File: src/hdl/stxdf_pkg.sv
// Package for the STX/ETX response deframer.
// Holds word types, framing codes and status codes; no dependencies.
`default_nettype none

package stxdf_pkg;

  localparam int unsigned BYTE_W   = 8;
  localparam int unsigned COUNT_W  = 8;
  localparam int unsigned STATUS_W = 2;
  localparam int unsigned POS_W    = 2;

  localparam int unsigned DEF_MAX_PAYLOAD = 255;

  localparam logic [BYTE_W-1:0] ETX_CODE  = 8'h03;
  localparam logic [BYTE_W-1:0] SUM_FLOOR = 8'h20;

  // header position
  localparam logic [POS_W-1:0] POS_START   = 2'd0;
  localparam logic [POS_W-1:0] POS_LENGTH  = 2'd1;
  localparam logic [POS_W-1:0] POS_COMMAND = 2'd2;
  localparam logic [POS_W-1:0] POS_BODY    = 2'd3;

  localparam logic KIND_DATA = 1'b0;
  localparam logic KIND_END  = 1'b1;

  localparam logic [STATUS_W-1:0] ST_OK      = 2'd0;
  localparam logic [STATUS_W-1:0] ST_BAD_SUM = 2'd1;
  localparam logic [STATUS_W-1:0] ST_BAD_CMD = 2'd2;

  typedef struct packed {
    logic [BYTE_W-1:0] rx_byte;
  } in_word_t;

  typedef struct packed {
    logic                item_kind;
    logic [BYTE_W-1:0]   data_byte;
    logic [STATUS_W-1:0] frame_status;
    logic [COUNT_W-1:0]  data_count;
  } out_word_t;

endpackage

`default_nettype wire

File: src/hdl/stxdf_if.sv
// Valid/ready channel interfaces for the STX/ETX response deframer.
// Depends on stxdf_pkg for the word types.
`default_nettype none

interface stxdf_in_if;
  logic                valid;
  logic                ready;
  stxdf_pkg::in_word_t data;

  modport source (output valid, output data, input ready);
  modport sink   (input valid, input data, output ready);
endinterface

interface stxdf_out_if;
  logic                 valid;
  logic                 ready;
  stxdf_pkg::out_word_t data;

  modport source (output valid, output data, input ready);
  modport sink   (input valid, input data, output ready);
endinterface

`default_nettype wire

File: src/hdl/stx_etx_response_deframer_unit.sv
// Top level of the STX/ETX response deframer.
// Depends on stxdf_pkg and the channel interfaces in stxdf_if.
//
// Usage:
//   in_ch  : one received byte per word (rx_byte), valid/ready.
//   out_ch : result words; item_kind 0 releases a payload byte, item_kind 1
//            ends a frame with frame_status and the saturating data_count.
//   cfg_   : cfg_wr_en/cfg_wr_data write expected_command; write while idle.
// A frame is start, length, command, body, checksum, ETX. Body bytes are
// held one word and released when the next non-ETX body byte arrives.
// A result appears on out_ch in the cycle after the input word that
// causes it is accepted. Throughput: one input word per cycle when not stalled.
// The result register lets a new word in while the previous result is
// being taken; in_ch.ready drops only while a result waits and out_ch.ready
// is low, so a stalled receiver holds the input off without losing words.
// Reset (rst_n low, synchronous) clears frame state, the result valid flag
// and expected_command; the next byte is taken as a start byte.
`default_nettype none

module stx_etx_response_deframer_unit #(
  parameter int unsigned MAX_PAYLOAD = stxdf_pkg::DEF_MAX_PAYLOAD
) (
  input  wire logic                           clk,
  input  wire logic                           rst_n,
  stxdf_in_if.sink                            in_ch,
  stxdf_out_if.source                         out_ch,
  input  wire logic                           cfg_wr_en,
  input  wire logic [stxdf_pkg::BYTE_W-1:0]   cfg_wr_data
);

  localparam logic [stxdf_pkg::COUNT_W-1:0] MAX_CNT = stxdf_pkg::COUNT_W'(MAX_PAYLOAD);

  logic [stxdf_pkg::BYTE_W-1:0]  expected_r;
  logic [stxdf_pkg::POS_W-1:0]   pos_r, pos_nxt;
  logic [stxdf_pkg::BYTE_W-1:0]  cmd_r, cmd_nxt;
  logic [stxdf_pkg::BYTE_W-1:0]  sum_r, sum_nxt;
  logic [stxdf_pkg::BYTE_W-1:0]  held_r, held_nxt;
  logic                          held_valid_r, held_valid_nxt;
  logic [stxdf_pkg::COUNT_W-1:0] count_r, count_nxt;
  logic                          out_valid_r;
  stxdf_pkg::out_word_t          out_word_r, res;
  logic                          res_valid;

  logic                          accept;
  logic [stxdf_pkg::BYTE_W-1:0]  b;
  logic                          is_etx;
  logic [stxdf_pkg::BYTE_W-1:0]  sum_adj;

  assign in_ch.ready  = !out_valid_r || out_ch.ready;
  assign accept       = in_ch.valid && in_ch.ready;
  assign out_ch.valid = out_valid_r;
  assign out_ch.data  = out_word_r;

  assign b       = in_ch.data.rx_byte;
  assign is_etx  = (b == stxdf_pkg::ETX_CODE);
  assign sum_adj = (sum_r < stxdf_pkg::SUM_FLOOR) ? sum_r + stxdf_pkg::SUM_FLOOR : sum_r;

  always_comb begin
    pos_nxt        = pos_r;
    cmd_nxt        = cmd_r;
    sum_nxt        = sum_r;
    held_nxt       = held_r;
    held_valid_nxt = held_valid_r;
    count_nxt      = count_r;
    res_valid      = 1'b0;
    res            = '0;
    case (pos_r)
      stxdf_pkg::POS_START: begin
        pos_nxt = stxdf_pkg::POS_LENGTH;
      end
      stxdf_pkg::POS_LENGTH: begin
        sum_nxt = b;
        pos_nxt = stxdf_pkg::POS_COMMAND;
      end
      stxdf_pkg::POS_COMMAND: begin
        cmd_nxt = b;
        sum_nxt = sum_r + b;
        pos_nxt = stxdf_pkg::POS_BODY;
      end
      default: begin
        if (is_etx) begin
          res_valid      = 1'b1;
          res.item_kind  = stxdf_pkg::KIND_END;
          res.data_count = count_r;
          if (!held_valid_r || sum_adj != held_r) begin
            res.frame_status = stxdf_pkg::ST_BAD_SUM;
          end else if (cmd_r != expected_r) begin
            res.frame_status = stxdf_pkg::ST_BAD_CMD;
          end else begin
            res.frame_status = stxdf_pkg::ST_OK;
          end
          pos_nxt        = stxdf_pkg::POS_START;
          cmd_nxt        = '0;
          sum_nxt        = '0;
          held_nxt       = '0;
          held_valid_nxt = 1'b0;
          count_nxt      = '0;
        end else if (held_valid_r) begin
          res_valid     = 1'b1;
          res.item_kind = stxdf_pkg::KIND_DATA;
          res.data_byte = held_r;
          sum_nxt       = sum_r + held_r;
          if (count_r < MAX_CNT) begin
            count_nxt = count_r + 1'b1;
          end
          held_nxt = b;
        end else begin
          held_nxt       = b;
          held_valid_nxt = 1'b1;
        end
      end
    endcase
  end

  always_ff @(posedge clk) begin
    if (!rst_n) begin
      expected_r   <= '0;
      pos_r        <= stxdf_pkg::POS_START;
      cmd_r        <= '0;
      sum_r        <= '0;
      held_r       <= '0;
      held_valid_r <= 1'b0;
      count_r      <= '0;
      out_valid_r  <= 1'b0;
    end else begin
      if (cfg_wr_en) begin
        expected_r <= cfg_wr_data;
      end
      if (accept) begin
        pos_r        <= pos_nxt;
        cmd_r        <= cmd_nxt;
        sum_r        <= sum_nxt;
        held_r       <= held_nxt;
        held_valid_r <= held_valid_nxt;
        count_r      <= count_nxt;
      end
      if (accept && res_valid) begin
        out_valid_r <= 1'b1;
      end else if (out_ch.ready) begin
        out_valid_r <= 1'b0;
      end
    end
  end

  always_ff @(posedge clk) begin
    if (accept && res_valid) begin
      out_word_r <= res;
    end
  end

  a_end_clears: assert property (@(posedge clk) disable iff (!rst_n)
    (accept && pos_r == stxdf_pkg::POS_BODY && is_etx)
      |=> (pos_r == stxdf_pkg::POS_START && !held_valid_r && count_r == '0))
    else $error("frame state not cleared after ETX");

  a_release: assert property (@(posedge clk) disable iff (!rst_n)
    (accept && pos_r == stxdf_pkg::POS_BODY && !is_etx && held_valid_r)
      |=> (out_valid_r && out_word_r.item_kind == stxdf_pkg::KIND_DATA))
    else $error("held byte not released");

  a_held_in_body: assert property (@(posedge clk) disable iff (!rst_n)
    held_valid_r |-> pos_r == stxdf_pkg::POS_BODY)
    else $error("held byte outside frame body");

  a_count_sat: assert property (@(posedge clk) disable iff (!rst_n)
    count_r <= MAX_CNT)
    else $error("payload count above limit");

endmodule

`default_nettype wire
File: src/flat_wrapper.sv
// flat-port wrapper written by rule: the top's interface ports become plain ports
module stx_etx_response_deframer_unit_flat 
#(
  parameter int unsigned MAX_PAYLOAD = stxdf_pkg::DEF_MAX_PAYLOAD
)
  (clk, rst_n, cfg_wr_en, cfg_wr_data, in_ch_valid, in_ch_data, in_ch_ready, out_ch_valid, out_ch_data, out_ch_ready);
  stxdf_in_if in_ch_i ();
  stxdf_out_if out_ch_i ();
  input  wire logic clk;
  input  wire logic rst_n;
  input  wire logic cfg_wr_en;
  input  wire logic [stxdf_pkg::BYTE_W-1:0] cfg_wr_data;
  input wire logic [$bits(in_ch_i.valid)-1:0] in_ch_valid;
  input wire logic [$bits(in_ch_i.data)-1:0] in_ch_data;
  output wire logic [$bits(in_ch_i.ready)-1:0] in_ch_ready;
  output wire logic [$bits(out_ch_i.valid)-1:0] out_ch_valid;
  output wire logic [$bits(out_ch_i.data)-1:0] out_ch_data;
  input wire logic [$bits(out_ch_i.ready)-1:0] out_ch_ready;
  assign in_ch_i.valid = in_ch_valid;
  assign in_ch_i.data = in_ch_data;
  assign in_ch_ready = in_ch_i.ready;
  assign out_ch_valid = out_ch_i.valid;
  assign out_ch_data = out_ch_i.data;
  assign out_ch_i.ready = out_ch_ready;
  stx_etx_response_deframer_unit #(.MAX_PAYLOAD(MAX_PAYLOAD)) u_core (.clk(clk), .rst_n(rst_n), .in_ch(in_ch_i), .out_ch(out_ch_i), .cfg_wr_en(cfg_wr_en), .cfg_wr_data(cfg_wr_data));
endmodule
File: config.mk
export PLATFORM = sky130hd
export DESIGN_NAME = stx_etx_response_deframer_unit_flat
export DESIGN_NICKNAME = d
export VERILOG_FILES = /design/src/hdl/stxdf_pkg.sv /design/src/hdl/stxdf_if.sv /design/src/hdl/stx_etx_response_deframer_unit.sv /design/src/flat_wrapper.sv
export SDC_FILE = /design/constraint.sdc
export NUM_CORES = 1
export LEC_CHECK = 0
export BUFFER_PORTS_ARGS = -buffer_cell sky130_fd_sc_hd__buf_2
export CAP_MARGIN = 10
export CORE_MARGIN = 4
export CORE_UTILIZATION = 52
export CTS_CLUSTER_DIAMETER = 40
export DETAILED_ROUTE_END_ITERATION = 7
export PLACE_DENSITY = 0.79
export SLEW_MARGIN = 15
export SYNTH_ARGS = -nofsm -noshare
export SYNTH_HDL_FRONTEND = slang
export SYNTH_SLANG_ARGS = --single-unit
File: constraint.sdc
create_clock -name clk -period 2.4 [get_ports clk]
set_input_delay 0.48 -clock clk [delete_from_list [all_inputs] [get_ports clk]]
set_output_delay 0.48 -clock clk [all_outputs]
set_load 0.05 [all_outputs]
After elaboration in Yosys (flattened, before gate mapping)
Cells that the tools add are included.
Widths: inputs -> output; s select.
{"block": "word_totals", "reg_bits": 63, "inputBits": 21, "word_cells": 73}
{"block": "classes", "add_sub_neg": 4, "order_cmp": 2, "eq_ne": 5, "muxes": 21, "bitwise": 5, "reduce_logical": 23}
{"operator": "$mux 8", "n": 8}
{"operator": "$pmux 8 s3", "n": 1}
{"operator": "$add 8x8->8", "n": 2}
{"operator": "$ne 8x8->1", "n": 2}
{"operator": "$pmux 8 s2", "n": 1}
{"operator": "$reduce_or 5->1", "n": 2}
{"operator": "$add 8x1->8 const B", "n": 1}
{"operator": "$add 8x6->8 const B", "n": 1}
{"operator": "$eq 8x2->1 const B", "n": 1}
{"operator": "$lt 8x6->1 const B", "n": 1}
{"operator": "$lt 8x8->1 const B", "n": 1}
{"operator": "$mux 1", "n": 8}
{"operator": "$reduce_bool 2->1", "n": 4}
{"operator": "$reduce_bool 4->1", "n": 2}
{"operator": "$pmux 2 s3", "n": 1}
{"operator": "$reduce_and 3->1", "n": 2}
{"operator": "$not 1->1", "n": 5}
{"operator": "$mux 2", "n": 2}
{"operator": "$reduce_and 2->1", "n": 2}
{"operator": "$reduce_and 4->1", "n": 1}
{"operator": "$reduce_or 4->1", "n": 1}
{"operator": "$reduce_or 3->1", "n": 1}
{"operator": "$eq 2x1->1 const B", "n": 1}
{"operator": "$eq 2x2->1 const B", "n": 1}
{"operator": "5 further kinds", "n": 8}

Depth between registers and ports, before layout
{"block": "logic_depth", "word_depth": 5, "ltp_mapped": 9, "mapped_depth_nobuf": 9}

Worst setup path before layout
Ideal clock, no wire load.
{"block": "synth_timing", "kind": "reg2reg", "from": "reg u_core.out_valid_r, in the netlist u_core.out_ch.valid", "to": "reg u_core.out_word_r, in the netlist u_core.out_ch.data[0], enable pin", "setup_time_ps": 403, "t_arrival_ps": 2501, "t_required_ps": 1997, "setup_slack_ps": -504, "path_stages_with_launch": 6, "path_buffers": 1, "synth_period_minus_slack_ps": 2904, "path_cell_list": "dfxtp_1 > nor2b_1 > inv_1 > nand3_1 > buf_2 > a21oi_1"}
{"block": "synth_via", "elab_chain_cells": 4}
{"item": "start, declared", "line_no": "stx_etx_response_deframer_unit.sv:40", "text": "logic out_valid_r;"}
{"item": "start signal, assigned", "line_no": "stx_etx_response_deframer_unit.sv:124", "text": "out_valid_r <= 1'b0;"}
{"item": "start signal, assigned", "line_no": "stx_etx_response_deframer_unit.sv:138", "text": "out_valid_r <= 1'b1;"}
{"item": "start signal, assigned", "line_no": "stx_etx_response_deframer_unit.sv:140", "text": "out_valid_r <= 1'b0;"}
{"item": "$logic_not 1->1", "line_no": "stx_etx_response_deframer_unit.sv:49", "text": "assign in_ch.ready = !out_valid_r || out_ch.ready;"}
{"item": "$logic_or 1x1->1", "line_no": "stx_etx_response_deframer_unit.sv:49"}
{"item": "net in_ch_ready", "line_no": "flat_wrapper.sv:15", "text": "output wire logic [$bits(in_ch_i.ready)-1:0] in_ch_ready;"}
{"item": "$logic_and 1x1->1", "line_no": "stx_etx_response_deframer_unit.sv:50", "text": "assign accept = in_ch.valid && in_ch.ready;"}
{"item": "$logic_and 1x1->1", "line_no": "stx_etx_response_deframer_unit.sv:146", "text": "if (accept && res_valid) begin"}
{"item": "end signal, assigned", "line_no": "stx_etx_response_deframer_unit.sv:147", "text": "out_word_r <= res;"}
{"item": "end, declared", "line_no": "stx_etx_response_deframer_unit.sv:41", "text": "stxdf_pkg::out_word_t out_word_r, res;"}
The timed path passes the listed nets, and every way through them passes these cells.
A chain may end at the register's enable or synchronous reset.

Worst setup path in the final report
{"block": "layout_timing", "from": "reg u_core.sum_r[1] (netlist bit)", "to": "reg u_core.out_word_r, in the netlist u_core.out_ch.data[9] (data pin)"}
{"block": "layout_via", "elab_chain_cells": 5}
{"item": "start, declared", "line_no": "stx_etx_response_deframer_unit.sv:36", "text": "logic [stxdf_pkg::BYTE_W-1:0] sum_r, sum_nxt;"}
{"item": "start signal, assigned", "line_no": "stx_etx_response_deframer_unit.sv:132", "text": "sum_r <= sum_nxt;"}
{"item": "$add 8x6->8 or $lt 8x6->1 (tied branches)", "line_no": "stx_etx_response_deframer_unit.sv:56", "text": "assign sum_adj = (sum_r < stxdf_pkg::SUM_FLOOR) ? sum_r + stxdf_pkg::SUM_FLOOR : sum_r;"}
{"item": "$mux 8 (*)", "line_no": "stx_etx_response_deframer_unit.sv:56"}
{"item": "$ne 8x8->1 (*)", "line_no": "stx_etx_response_deframer_unit.sv:85", "text": "if (!held_valid_r || sum_adj != held_r) begin"}
{"item": "$logic_or 1x1->1 (*)", "line_no": "stx_etx_response_deframer_unit.sv:85"}
{"item": "$reduce_or 5->1 (no line) (*)"}
Mark *: on every way between the ends. The rest lies on a longest branch, timed or not.

==> reports/summary.txt <==
Die H -> 89.30 um
filler-free cell count of the finished design -> 476
predominant post-synthesis flop cell -> sky130_fd_sc_hd__dfxtp_1
Iter 0 DRT Violations -> 140
post-cts gate resize count -> 0
buffer cell driving the clock tree root -> sky130_fd_sc_hd__clkbuf_8
Inst Count DP -> 460
Rows -> 29
static leakage power -> 1.605 nW
drt via density -> 5.605
cell count of the worst reg-to-reg path -> 5
DPL Wire Length -> 5476 um
CTS tree -> done
hold path depth -> 3
worst reg2reg path endpoint -> u_core.out_ch.data[9]
Clk Latency, worst-skew pair -> 0.35 ns
final hold viol count -> 0
Max transition margin -> 0.5864
worst setup slack for register-to-register paths -> 0.17 ns
Max stage delay cell, worst path -> sky130_fd_sc_hd__or4_1
CTS Sinks -> 63
WHS -> 0.3895 ns
critical path type -> flip-flop to flip-flop
antenna-violating nets left -> 0
port bufs -> 41
Routability Congestion -> 0.8750
worst stage delay on the critical path -> 0.49 ns
wire length the detailed router placed on met1 -> 3250 um
total inserted antenna cells -> 0
max-cap violations -> 0
die width -> 89.30 um
pins over their slew limit -> 0
vias in the first global route -> 2643
antenna violations before repair -> 0
number of register bits inferred by synthesis -> 63
crit path DAT -> 2.46 ns
Min Clock Period, post-route -> 2.233 ns
worst supply voltage drop on vdd -> 455.6 uV
Avg WL per Cell -> 15.23 um
setup total negative slack -> 0 ns
Post-synth EDFFs -> 19
fraction of layout cells with a size suffix above 1 -> 0.1905
share of Yosys cell area claimed by the top area cell type -> 0.2563
Top Layer Used -> met4
launch point of the worst reg-to-reg path -> u_core.sum_r[1]
synth top area cells -> sky130_fd_sc_hd__dfxtp_1 26%, sky130_fd_sc_hd__edfxtp_1 17%, sky130_fd_sc_hd__ha_1 7.6%
number of instances in the synthesized netlist -> 345
slew at the pin closest to its max-slew limit -> 0.6163 ns
H-tree depth reported by CTS -> 3
crit path capture type -> flip-flop
area delta synth->final -> 16.27%
ordered cell list for the critical path -> ha_1 -> or4_1 -> or4_1 -> nor2_1 -> o2111a_1
Period Utilization, post-route -> 0.9302
maximum buffer depth of the clock tree -> 2
first-pass GRT wire length -> 12520 um
total congestion overflow after global routing -> 0
Fmax achieved -> 447.9 MHz
Inserted Clock Buffers -> 9
CP startpoint kind -> flip-flop
WL final -> 7249 um
Met3 Wirelength -> 399 um
Worst-path clk slew -> 0.07 ns
areal power density over the cells -> 641.9 mW/mm^2
buffer count from post-CTS setup fixing -> 0
number of optimization iterations in the first detailed-route pass -> 4
Post-Synthesis Net Count -> 389
required time of the critical path -> 2.62 ns
number of top-level pins -> 42
Std-Cell Core Area -> 0.006386 sq mm
largest fanout on the critical path -> 5
total via count in the routed design -> 2668
hold-fix buffers at CTS -> 0
largest net degree at the start of global routing -> 21
cell seen most often among critical-path stages -> sky130_fd_sc_hd__or4_1
status -> finished clean
post-synth design cell area -> 0.003437 sq mm
setup repair after global routing missed its margin -> no
biggest area consumer among synthesized cells -> sky130_fd_sc_hd__dfxtp_1
number of warning messages in the yosys log -> 0
maximum clock skew at final layout -> 0.005471 ns
setup violation total in the final timing report -> 0
Die Outline Area -> 0.007974 sq mm
nets -> 438
average cell area after synthesis -> 9.962 sq um
residual DRC count -> 0
Initial Util -> 0.5382
Tot GR Track Use -> 0.2038
Seq/Total Area, Yosys -> 0.4223
kind of path behind the tightest hold check -> input port to flip-flop
met2 wire length -> 3490 um
startpoint of the worst hold path -> cfg_wr_data[2]
asr flop ratio synth -> 0
end of the worst hold path -> u_core.expected_r[2]
number of library cell types mapped by synthesis -> 48
layer usage:
metal	up-vias	GRT usage
met3	13	0.04977
li1	1348	-
met1	1244	0.2694
met4	0	0.07172
met5	-	0
met2	63	0.3255
power by group:
part           total [mW]  switching (mW)  internal [mW]
clock                1.02           0.438          0.585
combinational       0.391           0.223          0.168
sequential           1.15          0.0336           1.12
registers in the layout, summed over array words and instances, names as in the netlist:
name and count:
u_core.held_r 8, u_core.held_valid_r 1, u_core.sum_r 8, u_core.count_r 8, u_core.expected_r 8, u_core.pos_r 2
u_core.out_ch.data 19, u_core.out_ch.valid 1, u_core.cmd_r 8
placed cells by master, fill, tap and decap left out, drive strengths merged, types with 5 or more instances in the layout:
cell	count
clkbuf	9
nor2	23
mux2i	16
a22o	5
xor2	9
edfxtp	19
nand4	7
nor2b	32
o21ai	17
nand3	5
dfxtp	44
and2	20
nand2	10
ha	21
xnor2	14
inv	8
nor3	7
a22oi	12
a21oi	20
buf	51
cells in the mapped netlist, drive strengths merged (8+ instances only):
cell type and count:
dfxtp 44, nor2b 32, nor2 23, ha 21, a21oi 20, and2 20, edfxtp 19, o21ai 17
mux2i 16, xnor2 14, a22oi 12, nand2 10, clkbuf 9, xor2 9, inv 8
kinds of logic after synthesis:
group,synth area share
simple gates,0.1922
fa+ha+maj,0.08810
xor+xnor,0.05861
flops,0.4223
compound gates,0.1653
buf+inv,0.02694
mux,0.04660
worst max path at each step:
stage                            endpoint  slack (ns)  cells after the start                 from
finish              u_core.out_ch.data[9]        0.17                      5      u_core.sum_r[1]
floorplan           u_core.out_ch.data[0]        0.14                      5  u_core.out_ch.valid
detailed placement        u_core.sum_r[6]        0.06                      9        in_ch_data[0]
global placement          u_core.sum_r[6]        0.09                      9        in_ch_data[0]
CTS                 u_core.out_ch.data[9]        0.16                      5      u_core.sum_r[1]
global route        u_core.out_ch.data[9]        0.02                      5      u_core.sum_r[1]
critical path: cells and delay by family (launching register included):
kind	cells	cell delay [ns]
AO/OA/AOI/OAI	1	0.20
AND/OR/NAND/NOR	3	1.15
adder cells (fa/ha/maj)	1	0.30
flip-flops	1	0.47
per-stage QoR:
| step | util | instance area [sq um] | setup WS, ns | total power [mW] |
|---|---|---|---|---|
| after floorplan | - | 3448 | 0.1383 | 1.451 |
| after CTS | 0.6258 | 3996 | 0.1639 | 2.590 |
| after global placement | 0.5911 | 3775 | 0.08599 | 1.547 |
| after global routing | 0.6258 | 3996 | 0.02114 | 2.690 |
| after detailed placement | 0.5911 | 3775 | 0.05719 | 1.559 |
| final | 0.6258 | 3996 | 0.1674 | 2.565 |
cell type report:
type	instances	area [sq um]
flip-flops and latches	63	1451
clock inverters	7	97.59
fillers	545	2390
inverters	8	30.03
repair buffers	51	292.8
clock buffers	9	123.9
well taps	77	96.34
multi-input cells	261	1904
No activity file was read; power rests on OpenSTA's default activity.
